$ cat src/rtl/ile_pkg.sv
package ile_pkg;

  localparam int DEPTH_DEF = 16;
  localparam int CMD_W     = 3;
  localparam int VAL_W     = 32;
  localparam int POS_IN_W  = 5;
  localparam int POS_OUT_W = 4;
  localparam int STAT_W    = 2;

  typedef enum logic [CMD_W-1:0] {
    CMD_PUSH   = 3'd0,
    CMD_APPEND = 3'd1,
    CMD_INSERT = 3'd2,
    CMD_POP    = 3'd3,
    CMD_DELETE = 3'd4,
    CMD_DUMP   = 3'd5
  } cmd_t;

  typedef enum logic [STAT_W-1:0] {
    STAT_OK    = 2'd0,
    STAT_FULL  = 2'd1,
    STAT_EMPTY = 2'd2,
    STAT_RANGE = 2'd3
  } status_t;

  typedef enum logic {
    ST_IDLE = 1'b0,
    ST_DUMP = 1'b1
  } state_t;

  typedef struct packed {
    logic accept;
    logic dump_step;
  } ctl_cmd_t;

  typedef struct packed {
    logic dump_enter;
    logic dump_last;
  } dp_stat_t;

endpackage

$ cat src/rtl/ile_if.sv
interface ile_in_if;
  logic                                valid;
  logic                                ready;
  logic [ile_pkg::CMD_W-1:0]           cmd;
  logic signed [ile_pkg::VAL_W-1:0]    item_value;
  logic [ile_pkg::POS_IN_W-1:0]        position_in;

  modport source(output valid, cmd, item_value, position_in, input ready);
  modport sink(input valid, cmd, item_value, position_in, output ready);
endinterface

interface ile_out_if;
  logic                                valid;
  logic                                ready;
  logic signed [ile_pkg::VAL_W-1:0]    read_value;
  logic [ile_pkg::POS_OUT_W-1:0]       read_position;
  logic                                last_flag;
  logic [ile_pkg::STAT_W-1:0]          status;

  modport source(output valid, read_value, read_position, last_flag, status, input ready);
  modport sink(input valid, read_value, read_position, last_flag, status, output ready);
endinterface

$ cat src/rtl/indexed_list_engine.sv
// Ordered list of up to DEPTH signed 32-bit values, position 0 at the front.
// Requests arrive on in_ch (valid/ready); each carries a command, a value and
// a position. Results leave on out_res (valid/ready) from an output register.
// An edit (push, append, insert, pop, delete) is applied in the cycle its
// request is taken and its single status result is valid on the next cycle,
// so edits sustain one request per cycle while the receiver keeps up.
// A dump returns one result per stored entry, front first, one per cycle
// while the receiver keeps up, with last_flag set on the final one; every
// result is read from the front entry while the entry array rotates by one
// place. The request is first registered as the dump state, and from that
// state the first result is loaded into the output register; no request is
// taken until the last one is loaded. A dump of an empty list gives a single
// result with the empty status on the next cycle. Failed edits return their
// status and leave the list unchanged.
// When the receiver stalls, the output register holds its result and a new
// request is taken only once that result is being taken.
// Reset empties the list at once; stored values are not cleared.
module indexed_list_engine #(
  parameter int DEPTH = ile_pkg::DEPTH_DEF
) (
  input logic      clk,
  input logic      rst_n,
  ile_in_if.sink   in_ch,
  ile_out_if.source out_res
);

  ile_pkg::ctl_cmd_t ctl;
  ile_pkg::dp_stat_t stat;

  ile_ctrl u_ctrl (
    .clk       (clk),
    .rst_n     (rst_n),
    .in_valid  (in_ch.valid),
    .in_ready  (in_ch.ready),
    .out_ready (out_res.ready),
    .out_valid (out_res.valid),
    .stat      (stat),
    .ctl       (ctl)
  );

  ile_datapath #(
    .DEPTH (DEPTH)
  ) u_datapath (
    .clk               (clk),
    .rst_n             (rst_n),
    .ctl               (ctl),
    .stat              (stat),
    .in_cmd            (in_ch.cmd),
    .in_item_value     (in_ch.item_value),
    .in_position       (in_ch.position_in),
    .out_read_value    (out_res.read_value),
    .out_read_position (out_res.read_position),
    .out_last_flag     (out_res.last_flag),
    .out_status        (out_res.status)
  );

endmodule

$ cat src/rtl/ile_ctrl.sv
module ile_ctrl (
  input  logic              clk,
  input  logic              rst_n,
  input  logic              in_valid,
  output logic              in_ready,
  input  logic              out_ready,
  output logic              out_valid,
  input  ile_pkg::dp_stat_t stat,
  output ile_pkg::ctl_cmd_t ctl
);

  ile_pkg::state_t state_r, state_nxt;
  logic            out_valid_r, out_valid_nxt;
  logic            slot_free;

  assign slot_free = !out_valid_r || out_ready;

  always_comb begin
    state_nxt = state_r;
    unique case (state_r)
      ile_pkg::ST_IDLE: begin
        if (in_valid && slot_free && stat.dump_enter) begin
          state_nxt = ile_pkg::ST_DUMP;
        end
      end
      ile_pkg::ST_DUMP: begin
        if (slot_free && stat.dump_last) begin
          state_nxt = ile_pkg::ST_IDLE;
        end
      end
      default: state_nxt = ile_pkg::ST_IDLE;
    endcase
  end

  always_comb begin
    in_ready      = (state_r == ile_pkg::ST_IDLE) && slot_free;
    ctl.accept    = in_valid && in_ready;
    ctl.dump_step = (state_r == ile_pkg::ST_DUMP) && slot_free;
    if ((ctl.accept && !stat.dump_enter) || ctl.dump_step) begin
      out_valid_nxt = 1'b1;
    end else if (out_ready) begin
      out_valid_nxt = 1'b0;
    end else begin
      out_valid_nxt = out_valid_r;
    end
  end

  assign out_valid = out_valid_r;

  always_ff @(posedge clk) begin
    if (!rst_n) begin
      state_r     <= ile_pkg::ST_IDLE;
      out_valid_r <= 1'b0;
    end else begin
      state_r     <= state_nxt;
      out_valid_r <= out_valid_nxt;
    end
  end

endmodule

$ cat src/rtl/ile_datapath.sv
module ile_datapath #(
  parameter int DEPTH = ile_pkg::DEPTH_DEF
) (
  input  logic                                clk,
  input  logic                                rst_n,
  input  ile_pkg::ctl_cmd_t                   ctl,
  output ile_pkg::dp_stat_t                   stat,
  input  logic [ile_pkg::CMD_W-1:0]           in_cmd,
  input  logic signed [ile_pkg::VAL_W-1:0]    in_item_value,
  input  logic [ile_pkg::POS_IN_W-1:0]        in_position,
  output logic signed [ile_pkg::VAL_W-1:0]    out_read_value,
  output logic [ile_pkg::POS_OUT_W-1:0]       out_read_position,
  output logic                                out_last_flag,
  output logic [ile_pkg::STAT_W-1:0]          out_status
);

  localparam int CNT_W = $clog2(DEPTH + 1);
  localparam int IDX_W = $clog2(DEPTH);
  localparam int CMP_W = (CNT_W > ile_pkg::POS_IN_W) ? CNT_W : ile_pkg::POS_IN_W;

  logic signed [ile_pkg::VAL_W-1:0] ent_r   [DEPTH];
  logic signed [ile_pkg::VAL_W-1:0] ent_nxt [DEPTH];

  logic [CNT_W-1:0] count_r, count_nxt;
  logic [IDX_W-1:0] dump_idx_r, dump_idx_nxt;

  logic signed [ile_pkg::VAL_W-1:0] value_r, value_nxt;
  logic [ile_pkg::POS_OUT_W-1:0]    rpos_r, rpos_nxt;
  logic                             last_r, last_nxt;
  ile_pkg::status_t                 status_r, status_nxt;

  logic [CMP_W-1:0] cnt_x, pos_x, last_x, edit_pos;
  logic             full, empty, do_ins, do_rem, ins_en, rem_en, dump_last;
  ile_pkg::status_t edit_status;

  assign cnt_x  = CMP_W'(count_r);
  assign pos_x  = CMP_W'(in_position);
  assign last_x = cnt_x - CMP_W'(1);
  assign full   = (count_r == CNT_W'(DEPTH));
  assign empty  = (count_r == '0);

  always_comb begin
    do_ins      = 1'b0;
    do_rem      = 1'b0;
    edit_pos    = '0;
    edit_status = ile_pkg::STAT_OK;
    case (in_cmd)
      ile_pkg::CMD_PUSH: begin
        if (full) edit_status = ile_pkg::STAT_FULL;
        else      do_ins      = 1'b1;
      end
      ile_pkg::CMD_APPEND: begin
        edit_pos = cnt_x;
        priority if (empty) edit_status = ile_pkg::STAT_EMPTY;
        else if (full)      edit_status = ile_pkg::STAT_FULL;
        else                do_ins      = 1'b1;
      end
      ile_pkg::CMD_INSERT: begin
        edit_pos = pos_x;
        priority if (full)     edit_status = ile_pkg::STAT_FULL;
        else if (pos_x > cnt_x) edit_status = ile_pkg::STAT_RANGE;
        else                   do_ins      = 1'b1;
      end
      ile_pkg::CMD_POP: begin
        if (empty) edit_status = ile_pkg::STAT_EMPTY;
        else       do_rem      = 1'b1;
      end
      ile_pkg::CMD_DELETE: begin
        edit_pos = pos_x;
        priority if (empty)     edit_status = ile_pkg::STAT_EMPTY;
        else if (pos_x >= cnt_x) edit_status = ile_pkg::STAT_RANGE;
        else                    do_rem      = 1'b1;
      end
      ile_pkg::CMD_DUMP: begin
        if (empty) edit_status = ile_pkg::STAT_EMPTY;
      end
      default: edit_status = ile_pkg::STAT_OK;
    endcase
  end

  assign ins_en    = ctl.accept && do_ins;
  assign rem_en    = ctl.accept && do_rem;
  assign dump_last = ((CNT_W'(dump_idx_r) + CNT_W'(1)) == count_r);

  assign stat.dump_enter = (in_cmd == ile_pkg::CMD_DUMP) && !empty;
  assign stat.dump_last  = dump_last;

  for (genvar g = 0; g < DEPTH; g++) begin : g_ent
    localparam logic [CMP_W-1:0] GI = CMP_W'(g);
    logic signed [ile_pkg::VAL_W-1:0] prev_v, next_v;

    if (g > 0) begin : g_prev
      assign prev_v = ent_r[g-1];
    end else begin : g_first
      assign prev_v = ent_r[g];
    end

    if (g < DEPTH - 1) begin : g_next
      assign next_v = ent_r[g+1];
    end else begin : g_tail
      assign next_v = ent_r[g];
    end

    always_comb begin
      ent_nxt[g] = ent_r[g];
      if (ins_en) begin
        if (GI == edit_pos) begin
          ent_nxt[g] = in_item_value;
        end else if (GI > edit_pos) begin
          ent_nxt[g] = prev_v;
        end
      end else if (rem_en) begin
        if (GI >= edit_pos) begin
          ent_nxt[g] = next_v;
        end
      end else if (ctl.dump_step) begin
        if (GI == last_x) begin
          ent_nxt[g] = ent_r[0];
        end else begin
          ent_nxt[g] = next_v;
        end
      end
    end

    always_ff @(posedge clk) begin
      ent_r[g] <= ent_nxt[g];
    end
  end

  always_comb begin
    count_nxt    = count_r;
    dump_idx_nxt = dump_idx_r;
    if (ins_en) begin
      count_nxt = count_r + CNT_W'(1);
    end else if (rem_en) begin
      count_nxt = count_r - CNT_W'(1);
    end
    if (ctl.accept) begin
      dump_idx_nxt = '0;
    end else if (ctl.dump_step) begin
      dump_idx_nxt = dump_idx_r + IDX_W'(1);
    end
  end

  always_comb begin
    value_nxt  = value_r;
    rpos_nxt   = rpos_r;
    last_nxt   = last_r;
    status_nxt = status_r;
    if (ctl.dump_step) begin
      value_nxt  = ent_r[0];
      rpos_nxt   = ile_pkg::POS_OUT_W'(dump_idx_r);
      last_nxt   = dump_last;
      status_nxt = ile_pkg::STAT_OK;
    end else if (ctl.accept) begin
      value_nxt  = '0;
      rpos_nxt   = '0;
      last_nxt   = !stat.dump_enter;
      status_nxt = edit_status;
    end
  end

  always_ff @(posedge clk) begin
    if (!rst_n) begin
      count_r    <= '0;
      dump_idx_r <= '0;
    end else begin
      count_r    <= count_nxt;
      dump_idx_r <= dump_idx_nxt;
    end
  end

  always_ff @(posedge clk) begin
    value_r  <= value_nxt;
    rpos_r   <= rpos_nxt;
    last_r   <= last_nxt;
    status_r <= status_nxt;
  end

  assign out_read_value    = value_r;
  assign out_read_position = rpos_r;
  assign out_last_flag     = last_r;
  assign out_status        = status_r;

endmodule

$ cat src/flat_wrapper.sv
// flat-port wrapper written by rule: the top's interface ports become plain ports
module indexed_list_engine_flat 
#(
  parameter int DEPTH = ile_pkg::DEPTH_DEF
)
  (clk, rst_n, in_ch_valid, in_ch_cmd, in_ch_item_value, in_ch_position_in, in_ch_ready, out_res_valid, out_res_read_value, out_res_read_position, out_res_last_flag, out_res_status, out_res_ready);
  ile_in_if in_ch_i ();
  ile_out_if out_res_i ();
  input logic clk;
  input logic rst_n;
  input wire logic [$bits(in_ch_i.valid)-1:0] in_ch_valid;
  input wire logic [$bits(in_ch_i.cmd)-1:0] in_ch_cmd;
  input wire logic [$bits(in_ch_i.item_value)-1:0] in_ch_item_value;
  input wire logic [$bits(in_ch_i.position_in)-1:0] in_ch_position_in;
  output wire logic [$bits(in_ch_i.ready)-1:0] in_ch_ready;
  output wire logic [$bits(out_res_i.valid)-1:0] out_res_valid;
  output wire logic [$bits(out_res_i.read_value)-1:0] out_res_read_value;
  output wire logic [$bits(out_res_i.read_position)-1:0] out_res_read_position;
  output wire logic [$bits(out_res_i.last_flag)-1:0] out_res_last_flag;
  output wire logic [$bits(out_res_i.status)-1:0] out_res_status;
  input wire logic [$bits(out_res_i.ready)-1:0] out_res_ready;
  assign in_ch_i.valid = in_ch_valid;
  assign in_ch_i.cmd = in_ch_cmd;
  assign in_ch_i.item_value = in_ch_item_value;
  assign in_ch_i.position_in = in_ch_position_in;
  assign in_ch_ready = in_ch_i.ready;
  assign out_res_valid = out_res_i.valid;
  assign out_res_read_value = out_res_i.read_value;
  assign out_res_read_position = out_res_i.read_position;
  assign out_res_last_flag = out_res_i.last_flag;
  assign out_res_status = out_res_i.status;
  assign out_res_i.ready = out_res_ready;
  indexed_list_engine #(.DEPTH(DEPTH)) u_core (.clk(clk), .rst_n(rst_n), .in_ch(in_ch_i), .out_res(out_res_i));
endmodule
$ cat config.mk
export PLATFORM = sky130hd
export DESIGN_NAME = indexed_list_engine_flat
export DESIGN_NICKNAME = d
export VERILOG_FILES = /design/src/rtl/ile_pkg.sv /design/src/rtl/ile_if.sv /design/src/rtl/indexed_list_engine.sv /design/src/rtl/ile_ctrl.sv /design/src/rtl/ile_datapath.sv /design/src/flat_wrapper.sv
export SDC_FILE = /design/constraint.sdc
export NUM_CORES = 1
export LEC_CHECK = 0
export BUFFER_PORTS_ARGS = -buffer_cell sky130_fd_sc_hd__buf_2
export CAP_MARGIN = 10
export CORE_AREA = 3 3 247 249
export CTS_CLUSTER_SIZE = 25
export DETAILED_ROUTE_END_ITERATION = 10
export DIE_AREA = 0 0 250 252
export PLACE_DENSITY = 0.75
export SLEW_MARGIN = 20
export SYNTH_ARGS = -nofsm -noshare
export SYNTH_HDL_FRONTEND = slang
export SYNTH_HIERARCHICAL = 1
export SYNTH_SLANG_ARGS = --single-unit
$ cat constraint.sdc
create_clock -name clk -period 7.1 [get_ports clk]
set_input_delay 1.065 -clock clk [delete_from_list [all_inputs] [get_ports clk]]
set_output_delay 1.065 -clock clk [all_outputs]
set_load 0.01 [all_outputs]
==> impl_metrics.ini <==
[run_status]
status = completed

[clock_tree]
cts_buffers = 60
cts_buffer_depth = 3
cts_tree = built
path_clk_slew_ns = 0.06
clk_latency_ns = 0.63
hold_buffers = 0
post_cts_buffers = 0
clock-root-buffer = clkbuf_16
htreeDepth = 2
clock_sink_count = 562
postCtsResizedCells = 0

[timing]
period_share = 0.705
finalClockSkew_ns = 0.0128
worstMarginPinSlew_ns = 1.17
final.setup.tns_ns = 0
hold_viol = 0
drv_slew = 0
rsz0062_at_grt = false
setup_viol_count_final = 0
fmax_mhz = 200
slew_headroom = 0.219
layout_setup_ws_ns = 2.10
period_needed_ns = 5.00

[place]
preCtsSetupSlack_ns = 1.75
place_congestion = 0.902
hpwl_um = 53700
port_buffers = 84

[worst_hold_path]
min_path_type = reg2reg
min_path_cells = 2

[power_and_ir_drop]
peakVddDrop_mv = 0.184
power.density_nw_per_um2 = 224
power_leakage_nw = 13.8

[yosys]
synthesis.instances = 2725
synth_area_leader_cell = edfxtp_1
ys_async_sr_fraction = 0
synth_top_area_share = 0.511
synth-edff-count = 549
yosysSeqAreaShare = 0.519
synthTopCellsByCount = 549 x edfxtp_1, 419 x mux2i_1, 419 x nor3_1
syn_nets = 2781
synth_flop_cell = edfxtp_1
synth_most_common_cell = edfxtp_1
ys_warn_count = 6
synth_area_leaders = edfxtp_1 51%, mux2i_1 13%, a221oi_1 8.3%
synth.distinct_cells = 71
syn-cell-area_um2 = 32300
syn_area_per_cell_um2 = 11.8
synth-seq-cells = 562

[detailed_routing]
drtPass1Iterations = 8
viasPerCell = 7.33
drtIter0Drc = 3470
vias = 25100
drcViolationCount = 0
drt_wl_total_um = 94600
wl_per_cell_um = 27.6
ant_nets = 0

[global_routing]
grt_pass1_vias = 24200
grt.total_usage = 0.290
antenna_found_initial = 2
grt_overflow = 0
grt_pass1_wl_um = 144000
grt_max_degree = 209

[job]
max_cap_violations = 0

[die]
die_y_um = 252
pin_count = 85
chipWidth_um = 250
core_area_um2 = 58900
rows = 89
start_util = 0.548
die_area_um2 = 63000

[final_layout]
fillers = 4627
seq_area_um2 = 16700
drive_above_1_share = 0.160
syn2layout_area_growth_pct = 7.88
multiInputGateArea_um2 = 14100
post-route-util = 0.591
nets = 2665

[setup_path]
worst-r2r-cell-count = 9
cp-end-kind = register
worstPathArrival_ns = 5.31
startpoint_type = register
path_class = reg2reg
crit_fanout = 18
critPathRequiredTime_ns = 7.40
[cell type report]
| class | instances | area share |
|---|---|---|
| timing repair buffer | 143 | 0.0270 |
| inverter | 43 | 0.00464 |
| antenna | 2 | 0.000144 |
| clock buffer | 74 | 0.0453 |
| multi-input combinational | 1799 | 0.405 |
| tap | 773 | 0.0278 |
| sequential | 562 | 0.481 |
| clock inverter | 32 | 0.00946 |
[flip-flops by register name, indices dropped and copies added (netlist names)]
signal and flops:
u_core/u_datapath/ent_r 512, u_core/u_datapath/cnt_x 5, u_core/u_ctrl/state_r 1, u_core/u_datapath/out_read_position 4, u_core/u_datapath/out_last_flag 1, u_core/u_datapath/dump_idx_r 4, u_core/u_datapath/out_status 2, u_core/u_datapath/out_read_value 32
u_core/u_ctrl/out_valid 1
[layout by cell type, fill, tap and decap left out, types with 5 or more instances in the layout]
cell type,instances
edfxtp_1,549
mux2i_1,419
nor3_1,419
a221oi_1,306
nand2_1,178
a221oi_2,112
buf_2,84
nor2_1,77
a31oi_1,64
clkbuf_16,61
buf_4,53
inv_1,42
o22ai_1,34
nor2_2,17
clkinv_1,15
clkbuf_1,13
dfxtp_1,13
a21oi_1,12
nand2_2,12
ha_1,12
nor3_4,10
o21ai_0,9
o21ai_4,9
xnor2_1,8
bufinv_16,7
clkinv_2,6
buf_12,6
nor4bb_1,5
nor3_2,5
nand3_1,5
and2_1,5
[report_power, final]
part	switching (W)	internal, W	total [W]
Clock	0.00132	0.00181	0.00313
Combinational	0.000540	0.000270	0.000810
Sequential	0.0000626	0.00381	0.00387
Total	0.00192	0.00589	0.00781
[cell families after synthesis]
kind of cell	synth area share
fa+ha+maj	0.00465
simple gates	0.121
buf+inv	0.0528
mux	0.130
flops	0.519
xor+xnor	0.00427
compound gates	0.168
[worst max-delay path, stage by stage (launching register included)]
cell and delay, ns:
dfxtp_1 0.42, inv_1 0.22, ha_1 0.26, or3b_2 0.49
o21ai_0 0.48, o32ai_4 0.30, nor2_1 0.42, nand2_1 0.62
a21oi_4 1.01, buf_4 0.44
[per-layer routing]
metal | vias up | part of all wire | track usage
li1 | 10800 | - | -
met1 | 12300 | 0.38 | 0.385
met2 | 1720 | 0.46 | 0.464
met3 | 307 | 0.11 | 0.0536
met4 | 0 | 0.048 | 0.138
met5 | - | 0 | 0
[through the flow]
step | cell area (um2) | power [W] | cells | hold WS [ns]
2_1_floorplan | 32300 | 0.00449 | 2725 | 0.517
3_3_place_gp | 32800 | 0.00469 | 3319 | 0.482
3_5_place_dp | 32800 | 0.00472 | 3319 | 0.495
4_1_cts | 34700 | 0.00783 | 3425 | 0.508
5_1_grt | 34800 | 0.00804 | 3427 | 0.559
6_report | 34800 | 0.00781 | 3428 | 0.512
[worst paths after layout]
path | start | end | slack (ns)
max reg2reg | u_core/u_datapath/cnt_x[0]$_SDFFE_PN0P_ | u_core/u_datapath/ent_r[0][24]$_DFFE_PP_ | 2.10
min | u_core/u_datapath/out_status[1]$_SDFFE_PP0P_ | u_core/u_datapath/out_status[1]$_SDFFE_PP0P_ | 0.51
max | u_core/u_datapath/cnt_x[0]$_SDFFE_PN0P_ | u_core/u_datapath/ent_r[0][24]$_DFFE_PP_ | 2.10
min reg2reg | u_core/u_datapath/out_status[1]$_SDFFE_PP0P_ | u_core/u_datapath/out_status[1]$_SDFFE_PP0P_ | 0.51
No activity file was read; power rests on OpenSTA's default activity.
